`src/rtl/mkra_pkg.sv`:
```
// Shared types and constants for the masked-key row address lookup.
package mkra_pkg;

   localparam int unsigned KEY_W   = 32;
   localparam int unsigned WORDS_W = 10;
   localparam int unsigned BYTES_W = 13;
   localparam int unsigned SLOT_W  = 4;
   localparam int unsigned MAX_SLOTS = 16;

   localparam logic CMD_WRITE  = 1'b0;
   localparam logic CMD_LOOKUP = 1'b1;

   localparam logic [KEY_W-1:0] END_MARK = '1;
   localparam logic [WORDS_W:0] HEADER_WORDS = 11'd3;

   typedef struct packed {
      logic [KEY_W-1:0]   id;
      logic [KEY_W-1:0]   mask;
      logic [KEY_W-1:0]   base;
      logic [WORDS_W-1:0] row_words;
   } entry_type;

   localparam entry_type EMPTY_ENTRY = '{
      id:        END_MARK,
      mask:      '0,
      base:      '0,
      row_words: '0
   };

endpackage

```
`src/rtl/mkra_table.sv`:
```
// Entry table: per-slot valid bits, one write port, one registered read port.
module mkra_table #(
   parameter int unsigned DEPTH = 16,
   parameter int unsigned IDX_W = 4
) (
   input  logic                clock,
   input  logic                reset,
   input  logic                wr_en,
   input  logic [IDX_W-1:0]    wr_idx,
   input  mkra_pkg::entry_type wr_entry,
   input  logic [IDX_W-1:0]    rd_idx,
   output mkra_pkg::entry_type rd_entry
);
   import mkra_pkg::*;

   logic [DEPTH-1:0] valid_ff;
   entry_type        store_ff [DEPTH];
   entry_type        rd_entry_ff;

   always_ff @(posedge clock) begin
      if (reset) begin
         valid_ff <= '0;
      end else if (wr_en) begin
         valid_ff[wr_idx] <= 1'b1;
      end
   end

   always_ff @(posedge clock) begin
      if (wr_en) begin
         store_ff[wr_idx] <= wr_entry;
      end
   end

   // Slots never written read as the empty entry (end mark).
   always_ff @(posedge clock) begin
      if (valid_ff[rd_idx]) begin
         rd_entry_ff <= store_ff[rd_idx];
      end else begin
         rd_entry_ff <= EMPTY_ENTRY;
      end
   end

   assign rd_entry = rd_entry_ff;

endmodule

```
`src/rtl/mkra_seq.sv`:
```
// Sequencer: scans entries through one comparator, then multiplies and adds.
module mkra_seq #(
   parameter int unsigned DEPTH        = 16,
   parameter int unsigned IDX_W        = 4,
   parameter int unsigned HEADER_BYTES = 12
) (
   input  logic                             clock,
   input  logic                             reset,
   input  logic                             req_valid,
   output logic                             req_ready,
   input  logic                             req_command,
   input  logic [mkra_pkg::SLOT_W-1:0]      req_entry_index,
   input  logic [mkra_pkg::KEY_W-1:0]       req_key,
   output logic                             wr_en,
   output logic [IDX_W-1:0]                 wr_idx,
   output logic [IDX_W-1:0]                 rd_idx,
   input  mkra_pkg::entry_type              rd_entry,
   output logic                             rsp_valid,
   input  logic                             rsp_ready,
   output logic                             rsp_hit,
   output logic [mkra_pkg::KEY_W-1:0]       rsp_row_address,
   output logic [mkra_pkg::BYTES_W-1:0]     rsp_row_bytes
);
   import mkra_pkg::*;

   localparam logic [2:0] S_IDLE = 3'd0;
   localparam logic [2:0] S_SCAN = 3'd1;
   localparam logic [2:0] S_MUL  = 3'd2;
   localparam logic [2:0] S_ADD  = 3'd3;
   localparam logic [2:0] S_DONE = 3'd4;

   localparam logic [IDX_W-1:0]  LAST_IDX = IDX_W'(DEPTH - 1);
   localparam logic [SLOT_W:0]   DEPTH_LIM = (SLOT_W + 1)'(DEPTH);
   localparam logic [BYTES_W-1:0] HDR = BYTES_W'(HEADER_BYTES);

   logic [2:0]         state_ff, state_in;
   logic [IDX_W-1:0]   idx_ff, idx_in;
   logic [KEY_W-1:0]   key_ff, key_in;
   logic [KEY_W-1:0]   offset_ff, offset_in;
   logic [KEY_W-1:0]   base_ff, base_in;
   logic [BYTES_W-1:0] stride_ff, stride_in;
   logic [KEY_W-1:0]   product_ff, product_in;
   logic               hit_ff, hit_in;
   logic [KEY_W-1:0]   addr_ff, addr_in;
   logic [BYTES_W-1:0] bytes_ff, bytes_in;

   logic accept;
   logic is_end;
   logic is_match;
   logic [WORDS_W:0] words_hdr;

   assign req_ready = (state_ff == S_IDLE);
   assign accept    = req_valid && req_ready;
   assign wr_en     = accept && (req_command == CMD_WRITE)
                      && ({1'b0, req_entry_index} < DEPTH_LIM);
   assign wr_idx    = IDX_W'(req_entry_index);
   assign rd_idx    = idx_in;

   assign is_end    = (rd_entry.id == END_MARK);
   assign is_match  = ((rd_entry.mask & key_ff) == rd_entry.id);
   assign words_hdr = {1'b0, rd_entry.row_words} + HEADER_WORDS;

   always_comb begin
      state_in   = state_ff;
      idx_in     = idx_ff;
      key_in     = key_ff;
      offset_in  = offset_ff;
      base_in    = base_ff;
      stride_in  = stride_ff;
      product_in = product_ff;
      hit_in     = hit_ff;
      addr_in    = addr_ff;
      bytes_in   = bytes_ff;
      unique case (state_ff)
         S_IDLE: begin
            idx_in = '0;
            if (accept && (req_command == CMD_LOOKUP)) begin
               key_in   = req_key;
               state_in = S_SCAN;
            end
         end
         S_SCAN: begin
            if (is_end) begin
               hit_in   = 1'b0;
               addr_in  = '0;
               bytes_in = '0;
               state_in = S_DONE;
            end else if (is_match) begin
               hit_in    = 1'b1;
               offset_in = key_ff & ~rd_entry.mask;
               base_in   = rd_entry.base;
               stride_in = {1'b0, rd_entry.row_words, 2'b00} + HDR;
               bytes_in  = {words_hdr, 2'b00};
               state_in  = S_MUL;
            end else if (idx_ff == LAST_IDX) begin
               hit_in   = 1'b0;
               addr_in  = '0;
               bytes_in = '0;
               state_in = S_DONE;
            end else begin
               idx_in = idx_ff + 1'b1;
            end
         end
         S_MUL: begin
            product_in = KEY_W'(offset_ff * stride_ff);
            state_in   = S_ADD;
         end
         S_ADD: begin
            addr_in  = base_ff + product_ff;
            state_in = S_DONE;
         end
         S_DONE: begin
            if (rsp_ready) begin
               state_in = S_IDLE;
            end
         end
         default: begin
            state_in = S_IDLE;
         end
      endcase
   end

   always_ff @(posedge clock) begin
      if (reset) begin
         state_ff <= S_IDLE;
         idx_ff   <= '0;
      end else begin
         state_ff <= state_in;
         idx_ff   <= idx_in;
      end
   end

   always_ff @(posedge clock) begin
      key_ff     <= key_in;
      offset_ff  <= offset_in;
      base_ff    <= base_in;
      stride_ff  <= stride_in;
      product_ff <= product_in;
      hit_ff     <= hit_in;
      addr_ff    <= addr_in;
      bytes_ff   <= bytes_in;
   end

   assign rsp_valid       = (state_ff == S_DONE);
   assign rsp_hit         = hit_ff;
   assign rsp_row_address = addr_ff;
   assign rsp_row_bytes   = bytes_ff;

endmodule

```
`src/rtl/masked_key_row_address_lookup.sv`:
```
// Top level of the masked-key row address lookup.
//
// Usage:
//   Request channel (req_*): one beat per command. A write beat
//   (req_command = 0) stores id, mask, base and row length in slot
//   req_entry_index and returns nothing; a slot at or beyond the table
//   depth is dropped. A lookup beat (req_command = 1) scans the table from
//   slot 0 and returns exactly one rsp_* beat.
//   Scan rule: stop at the first entry whose id is all ones; the first
//   entry with (mask & key) == id hits. row_address = base +
//   (key & ~mask) * (row_words*4 + HEADER_BYTES), wrapping at 32 bits;
//   row_bytes = (row_words+3)*4. A miss returns hit, address and bytes 0.
//   Timing: req_ready stays high through a write. A lookup
//   holds req_ready low; the single comparator visits one entry per
//   cycle. On a miss rsp_valid rises once the scan ends; on a hit the
//   product and then the sum are registered first (multiply, then add).
//   Stall: the response holds in its output register while rsp_ready is
//   low; req_ready returns the cycle after the response beat is taken.
//   Reset: clears all slot valid bits, so every slot reads as an end mark.
module masked_key_row_address_lookup #(
   parameter int unsigned TABLE_DEPTH  = 16,
   parameter int unsigned HEADER_BYTES = 12
) (
   input  logic                           clock,
   input  logic                           reset,
   input  logic                           req_valid,
   output logic                           req_ready,
   input  logic                           req_command,
   input  logic [mkra_pkg::SLOT_W-1:0]    req_entry_index,
   input  logic [mkra_pkg::KEY_W-1:0]     req_entry_id,
   input  logic [mkra_pkg::KEY_W-1:0]     req_entry_mask,
   input  logic [mkra_pkg::KEY_W-1:0]     req_entry_base,
   input  logic [mkra_pkg::WORDS_W-1:0]   req_entry_row_words,
   input  logic [mkra_pkg::KEY_W-1:0]     req_key,
   output logic                           rsp_valid,
   input  logic                           rsp_ready,
   output logic                           rsp_hit,
   output logic [mkra_pkg::KEY_W-1:0]     rsp_row_address,
   output logic [mkra_pkg::BYTES_W-1:0]   rsp_row_bytes
);
   import mkra_pkg::*;

   // Only slots reachable by the 4-bit write index can hold anything;
   // slots beyond that always read as end marks, so they need no storage.
   localparam int unsigned EFF_DEPTH =
      (TABLE_DEPTH < MAX_SLOTS) ? TABLE_DEPTH : MAX_SLOTS;
   localparam int unsigned IDX_W = (EFF_DEPTH > 1) ? $clog2(EFF_DEPTH) : 1;

   logic             wr_en;
   logic [IDX_W-1:0] wr_idx;
   logic [IDX_W-1:0] rd_idx;
   entry_type        wr_entry;
   entry_type        rd_entry;

   assign wr_entry = '{
      id:        req_entry_id,
      mask:      req_entry_mask,
      base:      req_entry_base,
      row_words: req_entry_row_words
   };

   mkra_table #(
      .DEPTH (EFF_DEPTH),
      .IDX_W (IDX_W)
   ) u_table (
      .clock    (clock),
      .reset    (reset),
      .wr_en    (wr_en),
      .wr_idx   (wr_idx),
      .wr_entry (wr_entry),
      .rd_idx   (rd_idx),
      .rd_entry (rd_entry)
   );

   mkra_seq #(
      .DEPTH        (EFF_DEPTH),
      .IDX_W        (IDX_W),
      .HEADER_BYTES (HEADER_BYTES)
   ) u_seq (
      .clock           (clock),
      .reset           (reset),
      .req_valid       (req_valid),
      .req_ready       (req_ready),
      .req_command     (req_command),
      .req_entry_index (req_entry_index),
      .req_key         (req_key),
      .wr_en           (wr_en),
      .wr_idx          (wr_idx),
      .rd_idx          (rd_idx),
      .rd_entry        (rd_entry),
      .rsp_valid       (rsp_valid),
      .rsp_ready       (rsp_ready),
      .rsp_hit         (rsp_hit),
      .rsp_row_address (rsp_row_address),
      .rsp_row_bytes   (rsp_row_bytes)
   );

endmodule

```
`config.mk`:
```
export PLATFORM = sky130hd
export DESIGN_NAME = masked_key_row_address_lookup
export DESIGN_NICKNAME = d
export VERILOG_FILES = /design/src/rtl/mkra_pkg.sv /design/src/rtl/mkra_table.sv /design/src/rtl/mkra_seq.sv /design/src/rtl/masked_key_row_address_lookup.sv
export SDC_FILE = /design/constraint.sdc
export NUM_CORES = 2
export LEC_CHECK = 0
export BUFFER_PORTS_ARGS = -buffer_cell sky130_fd_sc_hd__buf_2
export CAP_MARGIN = 0
export CELL_PAD_IN_SITES_DETAIL_PLACEMENT = 1
export CELL_PAD_IN_SITES_GLOBAL_PLACEMENT = 2
export CORE_UTILIZATION = 35
export CTS_BUF_LIST = sky130_fd_sc_hd__clkbuf_4 sky130_fd_sc_hd__clkbuf_8 sky130_fd_sc_hd__clkbuf_16
export CTS_CLUSTER_SIZE = 12
export DETAILED_ROUTE_END_ITERATION = 7
export PLACE_DENSITY = 0.73
export SLEW_MARGIN = 20
export SYNTH_ARGS = -nofsm -noshare
export SYNTH_HDL_FRONTEND = slang
export SYNTH_SLANG_ARGS = --single-unit
```
`constraint.sdc`:
```
create_clock -name clock -period 14.1 [get_ports clock]
set_input_delay 4.23 -clock clock [delete_from_list [all_inputs] [get_ports clock]]
set_output_delay 4.23 -clock clock [all_outputs]
set_load 0.005 [all_outputs]
```
; ---- Word level (Yosys, flattened, before mapping)
; Memory sizes are Yosys's and may differ from the RTL's. A register that Yosys moved wholly into a read port is not among the register bits.
; Index checks and enable logic that the tools add are counted.
[totals]
ram_bits = 1696
regBits = 208
elab_cells = 75
input_bits = 147
n_memories = 1
[mem_list]
columns = memory, words, word_bits, read_ports, rd_ports_with_merged_regs, write_ports, line
row1 = u_table.store_ff, 16, 106, 1, 1, 1, mkra_table.sv:17  ; entry_type store_ff [DEPTH];
[op_classes]
add_sub_neg = 4
n_lt_le_gt_ge = 3
bitwise_logic = 6
eq_ne = 12
multipliers = 1
mux = 24
n_reduce_logical = 13
[op_table]
columns = cell, count
row1 = 2-to-1 mux 32 bit, 3
row2 = bitwise AND 32 bit, 2
row3 = one-hot mux 32 bit (2 select lines), 1
row4 = adder 32 bit, 1
row5 = == test 32 bit, 1
row6 = "== test 32 bit, second input constant", 1
row7 = multiplier 32 x 13 -> 32 bit, 1
row8 = NOT 32 bit, 1
row9 = 2-to-1 mux 13 bit, 2
row10 = bitwise OR 16 bit, 1
row11 = 2-to-1 mux 3 bit, 5
row12 = one-hot mux 3 bit (5 select lines), 1
row13 = "adder 12 x 4 -> 13 bit, second input constant", 1
row14 = 2-to-1 mux 4 bit, 3
row15 = "adder 10 x 2 -> 11 bit, second input constant", 1
row16 = "< comparator 4 x 5 -> 1 bit, second input constant", 2
row17 = AND reduction 3 bit, 3
row18 = one-hot mux 4 bit (2 select lines), 1
row19 = "== test 3 x 2 -> 1 bit, second input constant", 2
row20 = 2-to-1 mux 1 bit, 6
row21 = "adder 4 x 1 -> 4 bit, second input constant", 1
row22 = binary-select mux 1 bit (select 4 bit), 1
row23 = demux 1 bit (select 4 bit), 1
row24 = "== test 4 bit, second input constant", 1
row25 = other kinds (15), 20

; ---- Longest topological paths before layout
[depth]
ltp_word = 8
ltp_mapped = 24

; ---- Cells and area by module
; Synthesis repeated with hierarchy kept, for this count alone.
[unflattened]
hier_cells = 4459
hier_area_um2 = 83759.1
[modules_own_cells]
columns = module, cells_each, seq_area_each_um2, instances, area_each_um2
row1 = mkra_table, 2782, 53371.2, 1, 66378.7
row2 = mkra_seq, 1677, 5515.3, 1, 17380.4

; ---- Worst setup path after synthesis
; OpenSTA, ideal clock, no wires.
[synth_timing]
path_type = input -> register
start = input req_entry_index[3] (netlist bit)
end = memory u_table.store_ff[0][0] (netlist bit) (enable)
cell_stages = 2
n_path_buf = 0
arrival_ps = 12396
t_required_ps = 13373
setup_slack_ps = 977
path_cell_list = nor4_1 nor3b_1
[synth_rtl]
columns = item, line
row1 = from (decl), masked_key_row_address_lookup.sv:29  ; input logic [mkra_pkg::SLOT_W-1:0] req_entry_index,
row2 = to (decl), mkra_table.sv:17
; No word-level cell before the write port.

; ---- Worst setup path after layout
[layout_timing]
start = register u_seq.stride_ff[8]
end = register u_seq.product_ff[31] (data pin)
[layout_between]
elab_chain_len = 1
[layout_lines]
columns = item, line
row1 = from (decl), mkra_seq.sv:41  ; logic [BYTES_W-1:0] stride_ff, stride_in;
row2 = from (signal assigned), mkra_seq.sv:137  ; stride_ff <= stride_in;
row3 = multiplier 32 x 13 -> 32 bit, mkra_seq.sv:105  ; product_in = KEY_W'(offset_ff * stride_ff);
row4 = to (signal assigned), mkra_seq.sv:138  ; product_ff <= product_in;
row5 = to (decl), mkra_seq.sv:42  ; logic [KEY_W-1:0] product_ff, product_in;
; No other way between the ends.
; A chain may end at the register's enable or synchronous reset.

==> flow_summary.ini <==
[cells_and_area]
drive_gt1_share_pct = 10.8
area_growth_pct = 13.7
final_cell_count_no_fill = 10380
fin_area_um2 = 97700
num-fill-cells = 25524
multi_input_comb_area_um2 = 24800
regArea_um2 = 58900
fin_nets = 7456

[worst_setup_path]
path_cells = nand2_1 > fa_1 > inv_1 > fa_1 > fa_1 > fa_1 > inv_1 > fa_1 > inv_1 > ha_1 > and3_1 > a221o_1 > a21oi_1 > o21ai_0 > a221o_1 > a2111oi_0 > o21bai_1 > a21oi_1 > xnor2_1
cp.required_ns = 14.62
critical_path_class = register to register
critPathMaxFanout = 24
worst_ep_arrival_time_ns = 7.40
slowest_delay_ns = 1.08
cp_slowest_cell = edfxtp_1
startpoint_type = register
cp_top_family = adder cells
crit_path_end_kind = register
critPathBufInv = 3
crit_path_frequent_cell = fa_1

[timing]
grt_setup_unrepaired = false
max_slew_margin_pct = 17.5
slew_violations = 0
clock_skew_ns = 0.0905
worst_slew_pin_slew_ns = 1.24
setup-violations-final = 0
period_minus_slack_ns = 6.89
fin_crit_sh_pct = 48.8
fmax_mhz = 145
finalHoldViolCount = 0
fin_tns_setup_ns = 0

[logic_synthesis]
synth.cell_area_um2 = 86000
yosysMostFrequentCell = edfxtp_1
synth_top_area_share_pct = 65.5
synth_cell_types = 68
yosysSeqAreaShare_pct = 68.5
ys.flop_type = edfxtp_1
async_flop_share_pct = 0
ys_warn_count = 0
synth_cells = 6843
avgSynthCellArea_um2 = 12.6
netlist_top_cells_area = edfxtp_1 66%, nand2_1 8.0%, fa_1 4.7%
synth_common_cells = 1875 x edfxtp_1, 1824 x nand2_1, 780 x nand3_1
yosysTopAreaCell = edfxtp_1
ys_ff_latch = 2004
synth_edf_count = 1875

[drt]
vias = 55065
wirelength_um = 268000
first_pass_iters = 5
drc_errors = 0
drt_iter0_markers = 4505
ant_nets = 0
viasPerCell = 5.30
wl_per_cell_um = 25.8

[power_and_ir_drop]
vdd_ir_drop_max_uv = 96.7
power_uw = 12400
p_leak_uw = 0.0348
clockPowerShare_pct = 44.9
swShare_pct = 20.9
power_frac_comb_pct = 2.1
powerDensity_nw_per_um2 = 127
power.internal_uw = 9800
pwr-share-seq_pct = 53.0
p_switching_uw = 2590

[cts]
clkTransAtPathRegs_ns = 0.06
worstSkewPairLatency_ns = 0.87
htree_levels = 4
cts_tree = done
ctsHoldBuffers = 0
cts-buffers-inserted = 212
root_buffer = clkbuf_16
post_cts_buffers = 0
cts_buffer_depth = 3
tritoncts_num_sinks = 2004
cts.repair.resized = 0

[placed_design]
finalWeightedCongestion = 0.824
dp_hpwl_um = 160000
dpl_cell_area_um2 = 90700
dpl.cell_count = 9966
portBuffers = 192

[floorplan]
die_h_um = 498
start_util_pct = 35.3
io-pin-count = 195
rows = 181
die_area_um2 = 248000
die_x_um = 498
core_area_um2 = 244000

[global_route]
grt_overflow = 0
grt_pass1_wl_um = 392000
antenna_found_initial = 46
grt_pass1_vias = 57338
grt_usage_pct = 21.4
grt_max_degree = 143

[flow_run]
drv_cap = 0

[worst_hold_path]
worstHoldPathType = register to register

[run_status]
outcome = complete, no violations
-- cell families (layout without fill, tap and decap cells) --
family	Yosys count	in the layout	synth area share, %
buffers and inverters	639	957	2.87
adder cells (fa/ha/maj)	331	331	6.57
XOR/XNOR	71	71	0.723
AND/OR/NAND/NOR	3215	3215	16.9
flip-flops	2004	2004	68.5
multiplexers	25	25	0.297
AO/OA/AOI/OAI	557	557	4.08
other	1	18	0.00436
-- worst register-to-register path, cell delays in order, from the launching register on --
cell and delay, ns:
edfxtp_1 1.08, nand2_1 0.19, fa_1 0.57, inv_1 0.06
fa_1 0.55, fa_1 0.44, fa_1 0.50, inv_1 0.06
fa_1 0.47, inv_1 0.05, ha_1 0.32, and3_1 0.23
a221o_1 0.37, a21oi_1 0.14, o21ai_0 0.25, a221o_1 0.46
a2111oi_0 0.45, o21bai_1 0.14, a21oi_1 0.19, xnor2_1 0.08
-- per-layer routing --
layer | track usage (%) | vias up | wire length [µm]
li1 | - | 24576 | -
met5 | 0 | - | 385
met3 | 2.99 | 340 | 13600
met2 | 36.0 | 1355 | 131000
met4 | 5.95 | 24 | 6920
met1 | 28.6 | 28770 | 115000
-- state kept, by name (all words and copies together) (netlist names) --
signal,count
u_seq.state_ff,3
u_table.rd_entry,106
u_seq.idx_ff,4
u_seq.rsp_row_address,32
u_seq.base_ff,32
u_seq.offset_ff,30
u_table.store_ff,1696
u_seq.rsp_row_bytes,11
u_seq.product_ff,30
u_seq.stride_ff,11
u_table.valid_ff,16
u_seq.rsp_hit,1
u_seq.key_ff,32
-- final cells by class --
type	count	area share, %
inverter	257	0.987
timing repair buffer	302	2.02
clock inverter	90	0.849
antenna	16	0.0410
tap	3202	4.10
clock buffer	308	6.33
sequential	2004	60.3
multi-input combinational	4201	25.4
-- stage by stage --
step	hold WS, ns	setup WS, ns	utilization, %
3_5_place_dp	0.390	6.36	37.2
5_1_grt	0.398	6.84	40.1
6_report	0.392	7.21	40.1
2_1_floorplan	0.386	0.977	-
4_1_cts	0.379	7.19	40.1
3_3_place_gp	0.392	6.36	37.2
-- power groups by stage --
| stage | logic, µW | registers [µW] | clock network, µW |
|---|---|---|---|
| after floorplan | 85.5 | 6690 | 0 |
| after global placement | 252 | 6690 | 0 |
| after detailed placement | 261 | 6690 | 0 |
| after CTS | 262 | 6560 | 5660 |
| after global routing | 278 | 6560 | 5870 |
| final | 258 | 6560 | 5560 |
-- cells in the final DEF, fill, tap and decap left out, types with 43 or more instances in the layout --
master	Yosys	routed
edfxtp_1	1875	1875
nand2_1	1824	1821
nand3_1	780	780
a21oi_1	300	300
inv_1	257	257
clkbuf_16	0	213
fa_1	201	201
buf_2	7	192
ha_1	130	130
dfxtp_1	129	129
nand4_1	125	125
and2_1	123	122
nor2_1	113	100
buf_4	3	96
clkbuf_4	0	73
xnor2_1	49	49
nor2b_1	46	43
nor4_2	43	43
-- final timing paths --
path / end / from / cells after the start / slack (ns)
max: u_seq.product_ff[31]$_DFFE_PP_ / u_seq.stride_ff[8]$_DFFE_PP_ / 19 / 7.21
min: u_seq.base_ff[9]$_DFFE_PP_ / u_table.rd_entry[19]$_SDFF_PN0_ / 0 / 0.39
max reg2reg: u_seq.product_ff[31]$_DFFE_PP_ / u_seq.stride_ff[8]$_DFFE_PP_ / 19 / 7.21
min reg2reg: u_seq.base_ff[9]$_DFFE_PP_ / u_table.rd_entry[19]$_SDFF_PN0_ / 0 / 0.39
Note: power is estimated with default switching activity, not from simulation.
